## config.mk

```make
export PLATFORM = sky130hd
export DESIGN_NAME = fat12_front
export DESIGN_NICKNAME = d
export VERILOG_FILES = /design/src/rtl/fat12_pkg.sv /design/src/rtl/fat12_front.sv
export SDC_FILE = /design/constraint.sdc
export NUM_CORES = 1
export LEC_CHECK = 0
export ABC_AREA = 0
export BUFFER_PORTS_ARGS = -buffer_cell sky130_fd_sc_hd__buf_4
export CAP_MARGIN = 5
export CORE_ASPECT_RATIO = 0.9
export CORE_MARGIN = 5
export CORE_UTILIZATION = 36
export CTS_CLUSTER_DIAMETER = 100
export DETAILED_ROUTE_END_ITERATION = 12
export PLACE_DENSITY_LB_ADDON = 0.1
export SLEW_MARGIN = 20
export SYNTH_ARGS = -nofsm -noshare
export SYNTH_HDL_FRONTEND = slang
export SYNTH_SLANG_ARGS = --single-unit
```

## constraint.sdc

```tcl
create_clock -name clk -period 2.7 [get_ports clk]
set_input_delay 0.405 -clock clk [delete_from_list [all_inputs] [get_ports clk]]
set_output_delay 0.405 -clock clk [all_outputs]
set_load 0.005 [all_outputs]
```

## src/rtl/fat12_pkg.sv

```systemverilog
`timescale 1ns / 1ps
// ---------------------------------------------------------------------------
// fat12_pkg
// Shared types and constants for the FAT12 cluster table engine.
// ---------------------------------------------------------------------------
package fat12_pkg;

    localparam int TABLE_ENTRIES = 4096;
    localparam int IDX_W         = $clog2(TABLE_ENTRIES);
    localparam int ENT_W         = 12;
    localparam int SEC_W         = 20;
    localparam int CUR_W         = ENT_W + 1;

    localparam logic [ENT_W-1:0] END_MARK = 12'hFF0;

    localparam logic [1:0] CFG_DATA_START = 2'd0;
    localparam logic [1:0] CFG_SPC        = 2'd1;
    localparam logic [1:0] CFG_COUNT      = 2'd2;

    typedef enum logic [1:0] {
        OP_WRITE = 2'd0,
        OP_READ  = 2'd1,
        OP_FIND  = 2'd2,
        OP_FREE  = 2'd3
    } op_t;

    typedef struct packed {
        op_t              op;
        logic [ENT_W-1:0] cluster;
        logic [ENT_W-1:0] value;
        logic             in_range;
    } cmd_t;

    typedef enum logic [2:0] {
        ST_CLEAR,
        ST_IDLE,
        ST_RD_DONE,
        ST_FIND_RD,
        ST_FIND_CHK,
        ST_WALK_TEST,
        ST_WALK_CHK
    } bstate_t;

endpackage

```

## src/rtl/fat12_front.sv

```systemverilog
`timescale 1ns / 1ps
// ---------------------------------------------------------------------------
// fat12_front
// Input stage: registers a beat, decodes the operation and range-checks it.
// ---------------------------------------------------------------------------
module fat12_front import fat12_pkg::*;
(
    input  logic             clk,
    input  logic             rst_n,
    input  logic             in_valid,
    output logic             in_stall,
    input  logic [1:0]       kind,
    input  logic [ENT_W-1:0] cluster,
    input  logic [ENT_W-1:0] value,
    input  logic             clearing,
    input  logic             q_full,
    output logic             push,
    output cmd_t             push_cmd
);

    logic front_valid_reg, front_valid_next;
    cmd_t cmd_reg;
    logic accept;

    assign in_stall = clearing || (front_valid_reg && q_full);
    assign accept   = in_valid && !in_stall;
    assign push     = front_valid_reg && !q_full;
    assign push_cmd = cmd_reg;

    always_comb
    begin
        front_valid_next = accept || (front_valid_reg && !push);
    end

    always_ff @(posedge clk or negedge rst_n)
    begin
        if (!rst_n)
        begin
            front_valid_reg <= 1'b0;
        end
        else
        begin
            front_valid_reg <= front_valid_next;
        end
    end

    always_ff @(posedge clk)
    begin
        if (accept)
        begin
            cmd_reg.op       <= op_t'(kind);
            cmd_reg.cluster  <= cluster;
            cmd_reg.value    <= value;
            cmd_reg.in_range <= ({1'b0, cluster} < CUR_W'(TABLE_ENTRIES));
        end
    end

endmodule

```

==> impl_metrics.env <==
export IMPL_outcome="finished clean"
export IMPL_holdPathEnd="push_cmd[14]"
export IMPL_ant_nets=0
export IMPL_detail_route_iter0_violations=7
export IMPL_die_area_um2=3470
export IMPL_whs_path_depth=1
export IMPL_wl_per_cell_um=13.4
export IMPL_seq_area_frac_synth_pct=93.7
export IMPL_synth_warning_count=0
export IMPL_cpLargestDelayFamily="flip-flops"
export IMPL_postCtsResizedCells=0
export IMPL_r2r_cells=2
export IMPL_timing_hold_ws_ns=0.266
export IMPL_via_per_inst=4.10
export IMPL_worstPathMaxFanout=3
export IMPL_rsz0062_at_grt="no"
export IMPL_area_delta_synth_final_pct=58.8
export IMPL_place_area_um2=1330
export IMPL_drc=0
export IMPL_crit_slowest_cell="dfrtp_1"
export IMPL_power_mw=0.720
export IMPL_die_y_um=56.4
export IMPL_synth_area_um2=860
export IMPL_fin_crit_ns=1.39
export IMPL_routed_wl_um=1670
export IMPL_r2r_end="push_cmd[6]"
export IMPL_critPathKind="flip-flop to output pin"
export IMPL_nFillCells=167
export IMPL_ir_drop_mv=0.394
export IMPL_num_rows=16
export IMPL_synth_cells=35
export IMPL_insertedDiodeCount=0
export IMPL_cts_sinks=27
export IMPL_drive_above_1_share_pct=65.3
export IMPL_cp_required_ns=2.30
export IMPL_yosysUniqueCellTypes=9
export IMPL_dp_slack_ns=1.27
export IMPL_powerDensity_nw_per_um2=528
export IMPL_vias=513
export IMPL_cts_made_buffers=3
export IMPL_worstPathArrival_ns=0.99
export IMPL_design_area_um2=1370
export IMPL_core_area_um2=2220
export IMPL_drt_pass1_iter_count=3
export IMPL_cp_start_kind="flip-flop"
export IMPL_hold_start="cluster[1]"
export IMPL_syn_avg_cell_area_um2=24.6
export IMPL_worstSkewPairLatency_ns=0.30
export IMPL_grt_max_degree=27
export IMPL_grt_util_all_layers_pct=9.70
export IMPL_hpwl_um=1380
export IMPL_fin_skew_ns=0.00174
export IMPL_synth_nets=66
export IMPL_first_global_vias=495
export IMPL_finalSetupTns_ns=0
export IMPL_max_freq_mhz=719
export IMPL_cts_tree="done"
export IMPL_clockBufferDepth=2
export IMPL_antenna_found_initial=0
export IMPL_synth_seq_cells=27
export IMPL_drv_slew=0
export IMPL_worstPathCellList="nand2_1 > nand2b_1 > buf_4"
export IMPL_hold_viol=0
export IMPL_fin_nets=130
export IMPL_reg2reg_setup_slack_ns=1.52
export IMPL_crit_buf_inv=1
export IMPL_post_route_worst_setup_slack_ns=1.31
export IMPL_min_path_type="primary input to flip-flop"
export IMPL_start_util_pct=38.7
export IMPL_largest_register_ffs=26
export IMPL_postCtsSetupBuffers=0
export IMPL_cts_max_level=1
export IMPL_clock_root_buffer="clkbuf_4"
export IMPL_cp_end_kind="output pin"
export IMPL_dieWidth_um=61.5
export IMPL_grt_overflow=0
export IMPL_setup_viol=0
export IMPL_clk_pin_slew_worst_paths_ns=0.12
export IMPL_critPathMaxStageDelay_ns=0.42
export IMPL_gp_congestion=0.667
export IMPL_final_period_utilization_pct=51.5
export IMPL_power_leakage_nw=0.583
export IMPL_cap_violations=0
export IMPL_r2r_start="front_valid_reg"
export IMPL_io_pins=60
export IMPL_port_buffers=58
export IMPL_grt_pass1_wl_um=2400
-- cell usage in the layout (no fill, tap or decap), drive strengths merged --
master       count
nand2            2
dfrtp            1
edfxtp          26
a21oi            1
dlygate4sd3      1
buf             59
conb             1
nand2b           2
clkbuf           4
nor2b            1
-- how the worst max path moves through the flow --
stage	endpoint	startpoint	slack, ns	depth (start not counted)
floorplan	push_cmd[10]	clearing	1.03	2
global placement	push_cmd[22]	clearing	1.31	4
detailed placement	push_cmd[9]	clearing	1.27	4
CTS	in_stall	front_valid_reg	1.29	3
global route	in_stall	front_valid_reg	1.23	3
finish	in_stall	front_valid_reg	1.31	3
-- Yosys cell counts --
cell type  instances  share of area [%]
a21oi_2            1                1.0
buf_4              1               0.87
conb_1             1               0.44
dfrtp_1            1                2.9
edfxtp_1          26                 91
nand2_1            2               0.87
nand2b_1           1               0.73
nand2b_4           1                1.6
nor2b_1            1               0.73
-- power breakdown --
part           internal (mW)  switching, mW  leakage [nW]  total (mW)
sequential             0.481        0.00534         0.254       0.486
combinational         0.0517         0.0256         0.313      0.0772
clock                 0.0576         0.0992        0.0150       0.157
-- timing repair --
| action | in CTS | in global routing |
|---|---|---|
| hold buffers | 1 | 0 |
| endpoints found under the hold margin | 1 | 0 |
| endpoints found under the setup margin | 0 | 0 |
-- metal layers --
layer,GRT usage (%),up-vias,share of wire [%]
met5,0,-,0
met4,0.909,0,0
met3,4.82,0,12
met2,16.9,31,54
met1,10.8,226,34
li1,-,256,-
-- worst reg2reg max path: stages, from the launching register on --
cell	delay [ns]
dfrtp_1	0.42
a21oi_2	0.12
buf_4	0.32
-- area by class of cell --
| cell class | count | area (µm²) | area share [%] |
|---|---|---|---|
| sequential | 27 | 806 | 59.0 |
| multi-input combinational | 7 | 46.3 | 3.39 |
| clock buffer | 4 | 26.3 | 1.92 |
| tap | 27 | 33.8 | 2.47 |
| timing repair buffer | 60 | 453 | 33.2 |
-- logic make-up (layout without fill, tap and decap cells) --
group | Yosys count | count (layout) | share of synthesized area, %
flip-flops | 27 | 27 | 93.7
AND/OR/NAND/NOR | 5 | 5 | 3.93
other | 1 | 1 | 0.436
AO/OA/AOI/OAI | 1 | 1 | 1.02
buffers and inverters | 1 | 64 | 0.874
-- metrics by stage --
stage | instances | utilization (%)
2_1_floorplan | 35 | -
5_1_grt | 125 | 61.4
3_3_place_gp | 120 | 59.8
6_report | 125 | 61.4
4_1_cts | 125 | 61.4
3_5_place_dp | 120 | 59.8
Note: power is estimated with default switching activity, not from simulation.
