**src/rtl/fat12_pkg.sv**
```systemverilog
`timescale 1ns / 1ps
// ---------------------------------------------------------------------------
// fat12_pkg
// Shared types and constants for the FAT12 cluster table engine.
// ---------------------------------------------------------------------------
package fat12_pkg;

    localparam int TABLE_ENTRIES = 4096;
    localparam int IDX_W         = $clog2(TABLE_ENTRIES);
    localparam int ENT_W         = 12;
    localparam int SEC_W         = 20;
    localparam int CUR_W         = ENT_W + 1;

    localparam logic [ENT_W-1:0] END_MARK = 12'hFF0;

    localparam logic [1:0] CFG_DATA_START = 2'd0;
    localparam logic [1:0] CFG_SPC        = 2'd1;
    localparam logic [1:0] CFG_COUNT      = 2'd2;

    typedef enum logic [1:0] {
        OP_WRITE = 2'd0,
        OP_READ  = 2'd1,
        OP_FIND  = 2'd2,
        OP_FREE  = 2'd3
    } op_t;

    typedef struct packed {
        op_t              op;
        logic [ENT_W-1:0] cluster;
        logic [ENT_W-1:0] value;
        logic             in_range;
    } cmd_t;

    typedef enum logic [2:0] {
        ST_CLEAR,
        ST_IDLE,
        ST_RD_DONE,
        ST_FIND_RD,
        ST_FIND_CHK,
        ST_WALK_TEST,
        ST_WALK_CHK
    } bstate_t;

endpackage

```
**src/rtl/fat12_queue.sv**
```systemverilog
`timescale 1ns / 1ps
// ---------------------------------------------------------------------------
// fat12_queue
// Two-entry command queue between front and back.
// ---------------------------------------------------------------------------
module fat12_queue import fat12_pkg::*;
(
    input  logic clk,
    input  logic rst_n,
    input  logic push,
    input  cmd_t push_cmd,
    output logic full,
    input  logic pop,
    output logic q_valid,
    output cmd_t head
);

    cmd_t       slot_reg [2];
    logic       wr_ptr_reg, wr_ptr_next;
    logic       rd_ptr_reg, rd_ptr_next;
    logic [1:0] cnt_reg, cnt_next;

    assign full    = (cnt_reg == 2'd2);
    assign q_valid = (cnt_reg != 2'd0);
    assign head    = slot_reg[rd_ptr_reg];

    always_comb
    begin
        wr_ptr_next = push ? ~wr_ptr_reg : wr_ptr_reg;
        rd_ptr_next = pop ? ~rd_ptr_reg : rd_ptr_reg;
        cnt_next    = cnt_reg + 2'(push) - 2'(pop);
    end

    always_ff @(posedge clk or negedge rst_n)
    begin
        if (!rst_n)
        begin
            wr_ptr_reg <= 1'b0;
            rd_ptr_reg <= 1'b0;
            cnt_reg    <= 2'd0;
        end
        else
        begin
            wr_ptr_reg <= wr_ptr_next;
            rd_ptr_reg <= rd_ptr_next;
            cnt_reg    <= cnt_next;
        end
    end

    always_ff @(posedge clk)
    begin
        if (push)
        begin
            slot_reg[wr_ptr_reg] <= push_cmd;
        end
    end

endmodule

```
**config.mk**
```make
export PLATFORM = sky130hd
export DESIGN_NAME = fat12_queue
export DESIGN_NICKNAME = d
export VERILOG_FILES = /design/src/rtl/fat12_pkg.sv /design/src/rtl/fat12_queue.sv
export SDC_FILE = /design/constraint.sdc
export NUM_CORES = 1
export LEC_CHECK = 0
export ABC_AREA = 1
export BUFFER_PORTS_ARGS = -buffer_cell sky130_fd_sc_hd__buf_2
export CAP_MARGIN = 20
export CORE_MARGIN = 4
export CORE_UTILIZATION = 40
export CTS_CLUSTER_DIAMETER = 80
export DETAILED_ROUTE_END_ITERATION = 10
export SYNTH_ARGS = -nofsm -noshare
export SYNTH_HDL_FRONTEND = slang
export SYNTH_SLANG_ARGS = --single-unit
```
**constraint.sdc**
```tcl
create_clock -name clk -period 3.9 [get_ports clk]
set_input_delay 0.39 -clock clk [delete_from_list [all_inputs] [get_ports clk]]
set_output_delay 0.39 -clock clk [all_outputs]
set_load 0.01 [all_outputs]
```
==> run metrics, run 1 <==
status finished, final reports clean; flip-flop and latch count after synthesis just under 60; total number of vias approximately 1,400; Total GRT Usage ~11%; RSZ-0062 raised after global routing no; fmax between 0.4 and 0.5 GHz; top cells by area, synth edfxtp_1 71%, o21ai_2 6.1%, inv_1 5.6%; Crit path arrival time ~1.8 ns; most frequent cells in the layout 59 x buf_2, 54 x edfxtp_1, 34 x inv_1, 34 x nand2_1, 16 x o21ai_2; Worst R2R Path Depth 3; WL/cell roughly 12 um; CP max stage delay 1.06 ns; vias in the first global route roughly 1,300; Lkg Pwr 1.23 nW; Tcrit/Tclk final a little under three fifths; critical path startpoint rd_ptr_reg; Pwr Density 687 nW/um^2; Layout Cells excl Fill 310; first-pass GRT wire length around 6 mm; crit path buf inv count 1; setup slack, reg-to-reg around 2.5 ns; Setup TNS 0 ns; worst setup path class flip-flop to output port; GRT overflow 0; die height between 80 and 90 um; DRC 0; post-route minimum period 2.23 ns; clock buffer depth 2; Crit path max-delay family flip-flops; Hold EP slot_reg[0][0]; Max Cap Viol 0; top-area cell type share of the netlist area just over 70%; clk slew on worst S/H paths approximately 0.060 ns; crit end category output port; most common cell after layout, fill and taps aside buf_2; P&R area growth vs syn 22.0%; Hold Path Class primary input to flip-flop; DR iter-0 viols slightly above 60; clk_skew ~0.0083 ns; Ys Warns 0; Syn Area/Cell 13.8 sq um; total setup buffers inserted after CTS 0; post-synth top area cell edfxtp_1; final WL roughly 3.7 mm; DR pass1 iterations 4; largest net degree at the start of global routing 56; Final Net Count approximately 270; max_slew headroom 30.6%; critical-path cell list o21ai_0 -> buf_2; crit start category flip-flop; row cnt 27; critical path fanouts, max 55; n_diodes 0; RePlAce Congestion a little under 0.7; Hold Path Depth 1; # H-tree levels 3; worst-skew pair later-pin latency roughly 0.31 ns; post-route ant nets 0; TritonCTS clock tree built; max-slew violations 0; register area share after synthesis between 70% and 80%; origin of the critical flop-to-flop path wr_ptr_reg; Yosys cell types 12; Crit path required time between 3 and 4 ns; core area about 5500 sq um; Fin. Hold Viols 0; CTS Buf Count 9; min-delay src push_cmd[0]; Largest register FFs between 50 and 60; Die X-Extent ~84 um; HPWL after detailed placement roughly 2.4 mm; Worst path slowest cell dfrtp_2; Root Driver clkbuf_8; CTS sink count between 50 and 60; full die area 7010 sq um; initial antenna violation count 1; post-synthesis cell count between 150 and 200; r2r endpoint slot_reg[1][22]; I/O pins 60; Via density between 4 and 5; dpl cells 292; initial core utilization between 40% and 50%; mapped cell area 2290 sq um; Max IR drop VDD between 300 and 400 uV; Buffers on Ports approximately 60; Worst Max-Slew Pin Slew 1.04 ns; Syn Nets between 150 and 200; share of post-route cells with drive strength above 1 between 30% and 40%; final setup fails 0
## how the worst max path moves through the flow
stage          cells after the start        endpoint
2_1_floorplan                      2  slot_reg[0][0]
3_3_place_gp                       3        head[10]
3_5_place_dp                       2         head[1]
4_1_cts                            2         head[1]
5_1_grt                            2         head[2]
6_report                           2         head[1]
## metal layers
metal / up-vias / routed length [um] / track usage [%]
li1: 688 / - / -
met1: 603 / 1560 / 13.0
met2: 49 / 1760 / 17.1
met3: 8 / 315 / 4.34
met4: 2 / 55 / 6.14
met5: - / 11 / 0
## timing repair
item                                   4_1_cts  5_1_grt
hold buffers                                 1        0
resized for setup                            0        0
endpoints found under the hold margin        4        0
## area by class of cell
class / instances / area, sq um
tap: 72 / 90.1
clock inverter: 6 / 23.8
timing repair buffer: 62 / 328
inverter: 34 / 128
fill: 504 / 2740
sequential: 58 / 1720
multi-input combinational: 68 / 380
clock buffer: 10 / 128
## synth_stat cells, drive strengths merged
library cell,n
o21ai,27
nor2,2
ha,2
xor2,2
dfrtp,4
nand2,34
buf,6
inv,34
nand3,1
edfxtp,54
## kinds of logic (layout without fill, tap and decap cells)
group / after synthesis / in the layout / synth area share, %
AO/OA/AOI/OAI: 27 / 27 / 8.51
XOR/XNOR: 2 / 2 / 0.763
adder cells (fa/ha/maj): 2 / 2 / 1.09
buffers and inverters: 40 / 112 / 8.51
flip-flops: 58 / 58 / 75.0
AND/OR/NAND/NOR: 37 / 37 / 6.11
## per-stage QoR
step / worst slack, ns / util, % / instance area [sq um] / power, mW / hold slack, ns
after global routing: 1.51 / 50.5 / 2800 / 2.06 / 0.248
final: 1.67 / 50.5 / 2800 / 1.92 / 0.261
after CTS: 1.63 / 50.3 / 2790 / 1.95 / 0.246
after floorplan: 1.92 / - / 2290 / 1.34 / 0.0944
after detailed placement: 1.98 / 47.4 / 2620 / 1.53 / 0.207
after global placement: 2.02 / 47.4 / 2620 / 1.52 / 0.204
## where the power goes
group | switching [mW] | internal (mW)
clock network | 0.204 | 0.218
logic | 0.316 | 0.230
registers | 0.124 | 0.830
total | 0.645 | 1.28
Power figures use the tool's default switching activity.
==> run 2, diff against run 1 <==
Settings changed: PLACE_DENSITY from default to 0.66.
Clock period 3.9 ns to 2 ns, I/O delays scaled along.
==> run metrics, run 2 (synthesized netlist as in run 1, its figures left out) <==
post-CTS resize count 0; n_diodes 0; clk slew on worst S/H paths ~0.060 ns; Pwr Density 1340 nW/um^2; final WL 3.66 mm; Total GRT Usage 11.5%; share of post-route cells with drive strength above 1 around 38%; crit start category flip-flop; CP max stage delay approximately 0.66 ns; status finished, final reports clean; fmax ~0.57 GHz; max_slew headroom between 60% and 70%; GRT overflow 0; Crit path required time about 1.8 ns; critical path fanouts, max 32; largest net degree at the start of global routing 33; Die X-Extent approximately 84 um; crit end category output port; # H-tree levels 3; post-route minimum period between 1.5 and 2 ns; Worst path slowest cell dfrtp_2; met3 WL about 250 um; Design Power around 3.8 mW; vias in the first global route 1,356; DR iter-0 viols just over 70; total setup buffers inserted after CTS 0; Root Driver clkbuf_8; DRC 0; P&R area growth vs syn 23.2%; Crit path arrival time roughly 1.6 ns; Tcrit/Tclk final ~87%; I/O pins 60; CTS Buf Count 9; CTS sink count 58; Max Cap Viol 0; met2 WL between 1.5 and 2 mm; full die area 7010 sq um; Worst Max-Slew Pin Slew 0.468 ns; clock buffer depth 2; Hold Path Class primary input to flip-flop; WL/cell roughly 12 um; row cnt 27; CTS Hold Buffers Added 1; Lkg Pwr between 1 and 1.5 nW; worst-skew pair later-pin latency 0.31 ns; Final Net Count approximately 270; clk_skew 0.00449 ns; Post-Layout Inst Area approximately 2800 sq um; critical-path cell list buf_12 -> nand2_1 -> o21ai_1 -> buf_2; HPWL after detailed placement roughly 2.6 mm; post-route ant nets 0; die height about 84 um; DR pass1 iterations 4; DRT met1 WL around 1.4 mm; Fin. Hold Viols 0; core area between 5000 and 6000 sq um; final setup fails 0; RePlAce Congestion approximately 0.7; most frequent cells in the layout 59 x buf_2, 54 x edfxtp_1, 34 x inv_1, 34 x nand2_1, 16 x o21ai_2; top layer in use met4; initial antenna violation count 0; pre-CTS setup slack roughly 0.57 ns; setup slack, reg-to-reg around 0.9 ns; Buffers on Ports 59; Setup TNS 0 ns; max-slew violations 0; most common cell after layout, fill and taps aside buf_2; dpl cell area about 2700 sq um; worst setup path class flip-flop to output port; final setup margin 0.254 ns; total number of vias 1,334; TritonCTS clock tree built; initial core utilization between 40% and 50%; RSZ-0062 raised after global routing no; Largest register FFs 54; Max IR drop VDD approximately 850 uV; first-pass GRT wire length 6.05 mm; Via density 4.26
[run 2: changes by cell type in the layout (fill, tap and decap cells not counted), sizes merged]
cell	delta
clkinv	-5
clkbuf	+5
buf	+3
[run 2: through the flow]
step	cells	util, %	hold WS, ns
finish	313	51.0	0.0739
detailed placement	296	48.1	0.0134
global placement	296	48.1	0.0124
CTS	313	51.0	0.0514
floorplan	166	-	-0.0956
global route	313	51.0	0.0517
[run 2: path summary, 6_finish.rpt]
| kind | start | to | cells after the start |
|---|---|---|---|
| max | rd_ptr_reg | head[3] | 4 |
| min | push_cmd[5] | slot_reg[1][5] | 1 |
| max reg2reg | cnt_reg[0] | cnt_reg[1] | 7 |
| min reg2reg | wr_ptr_reg | wr_ptr_reg | 1 |
| max in group asynchronous | rst_n | rd_ptr_reg | 2 |
| min in group asynchronous | rst_n | wr_ptr_reg | 2 |
[run 2: report_power, final]
part           leakage, nW  switching [mW]  internal [mW]
sequential           0.553           0.144           1.62
clock               0.0734           0.385          0.449
combinational        0.617           0.708          0.491
total                 1.24            1.24           2.56
[run 2: per-layer routing]
layer  vias to the layer above  track usage (%)
met4                         0             7.02
li1                        693                -
met1                       599             12.1
met3                         6             4.54
met2                        36             19.2
met5                         -                0
[run 2: critical path: cells and delay by family (launching register included)]
kind	cells	cell delay, ns
DFF	1	0.66
buffers and inverters	2	0.41
AOI/OAI and AO/OA	1	0.08
and+or+nand+nor	1	0.06
[run 2: cell type report]
type | count | area, sq um
fillers | 510 | 2710
flip-flops and latches | 58 | 1720
multi-input cells | 68 | 380
repair buffers | 65 | 355
clock buffers | 15 | 146
inverters | 34 | 128
well taps | 72 | 90.1
clock inverters | 1 | 3.75
==> run 3, diff against run 2 <==
Settings changed: CELL_PAD_IN_SITES_DETAIL_PLACEMENT from default to 0, CELL_PAD_IN_SITES_GLOBAL_PLACEMENT from default to 1, CORE_UTILIZATION 40 to 37, PLACE_DENSITY 0.66 to default, PLACE_DENSITY_LB_ADDON from default to 0.1.
==> run metrics, run 3 (synthesized netlist as in run 1, its figures left out) <==
status finished, final reports clean; min-delay src push_cmd[23]; I/O pins 60; DRC 0; Root Driver clkbuf_8; n_diodes 0; most frequent cells in the layout 59 x buf_2, 54 x edfxtp_1, 34 x inv_1, 34 x nand2_1, 16 x o21ai_2; origin of the critical flop-to-flop path wr_ptr_reg; die height between 80 and 90 um; Crit path arrival time 1.59 ns; CTS Buf Count 9; post-CTS resize count 0; Worst R2R Path Depth 2; RSZ-0062 raised after global routing no; Lkg Pwr approximately 1.2 nW; max_slew headroom between 60 and 70%; GRT overflow 0; crit end category output port; share of post-route cells with drive strength above 1 between 40 and 50%; Pwr Density 1350 nW/um^2; worst-skew pair later-pin latency between 0.3 and 0.4 ns; first-pass GRT wire length roughly 6.6 mm; row cnt 28; most common cell after layout, fill and taps aside buf_2; core area roughly 6000 sq um; # H-tree levels 3; Total GRT Usage about an eighth; CTS Hold Buffers Added 1; total number of vias 1,353; total setup buffers inserted after CTS 0; initial antenna violation count 0; WL/cell around 12 um; initial core utilization 38.5%; critical path startpoint rd_ptr_reg; largest net degree at the start of global routing 31; fmax about 0.56 GHz; Max IR drop VDD roughly 700 uV; DR pass1 iterations 4; RePlAce Congestion 0.624; post-layout util 47.8%; critical path fanouts, max 30; Setup TNS 0 ns; Via density around 4.3; vias in the first global route roughly 1,400; Hold Path Depth 1; Worst Max-Slew Pin Slew between 0.4 and 0.5 ns; Buffers on Ports 59; CTS sink count between 50 and 60; post-route ant nets 0; Fin. Hold Viols 0; multi-input logic area around 380 sq um; TritonCTS clock tree built; clk slew on worst S/H paths 0.06 ns; Hold Path Class primary input to flip-flop; worst setup path class flip-flop to output port; Largest register FFs 54; full die area 7530 sq um; clk_skew 0.00572 ns; final setup fails 0; clock buffer depth 2; Layout Cells excl Fill 314; Final Net Count 268; Max Cap Viol 0; DR iter-0 viols 55; Tcrit/Tclk final 89.5%; dpl cells about 300; P&R area growth vs syn 23.9%; Die X-Extent around 87 um; register area between 1500 and 2000 sq um; post-route minimum period approximately 1.8 ns; final WL 3.86 mm; HPWL after detailed placement 2.82 mm; Crit path required time 1.80 ns; crit start category flip-flop; fill count about 560; max-slew violations 0
[run 3: power breakdown]
group | leakage [nW] | switching (mW) | internal [mW] | total, mW
Sequential | 0.553 | 0.146 | 1.62 | 1.77
Clock | 0.0806 | 0.417 | 0.431 | 0.849
Combinational | 0.616 | 0.728 | 0.500 | 1.23
[run 3: metal layers]
metal / vias to the layer above / GRT usage (%) / routed length [um]
li1: 688 / - / -
met2: 39 / 19.2 / 2000
met5: - / 0 / 0
met4: 0 / 7.37 / 58
met1: 620 / 12.9 / 1540
met3: 6 / 4.66 / 266
[run 3: worst max-delay path, cell delays in order (launching register included)]
cell and delay [ns]:
dfrtp_2 0.68, buf_12 0.26, nand2_1 0.07, o21ai_1 0.10, buf_2 0.16
[run 3: layout make-up]
type,instances,area share [%]
multi-input combinational,68,13.4
clock inverter,6,1.23
sequential,58,60.6
clock buffer,9,4.36
timing repair buffer,64,12.7
tap,75,3.30
inverter,34,4.49
[run 3: path summary, 6_finish.rpt]
kind | to | slack [ns]
worst max-delay path | head[3] | 0.21
worst min-delay path | slot_reg[0][23] | 0.07
worst max register to register | slot_reg[0][3] | 0.62
worst min register to register | wr_ptr_reg | 0.52
max in group asynchronous | rd_ptr_reg | 1.65
min in group asynchronous | cnt_reg[0] | 0.21
[run 3: metrics by stage]
step                hold slack [ns]  area, sq um  setup slack, ns  total power, mW
floorplan                   -0.0956         2290           0.0303             2.62
global placement             0.0162         2680            0.564             3.02
detailed placement           0.0183         2680            0.522             3.06
CTS                          0.0504         2840            0.161             3.92
global route                 0.0368         2840           0.0779             4.14
finish                       0.0701         2840            0.211             3.84
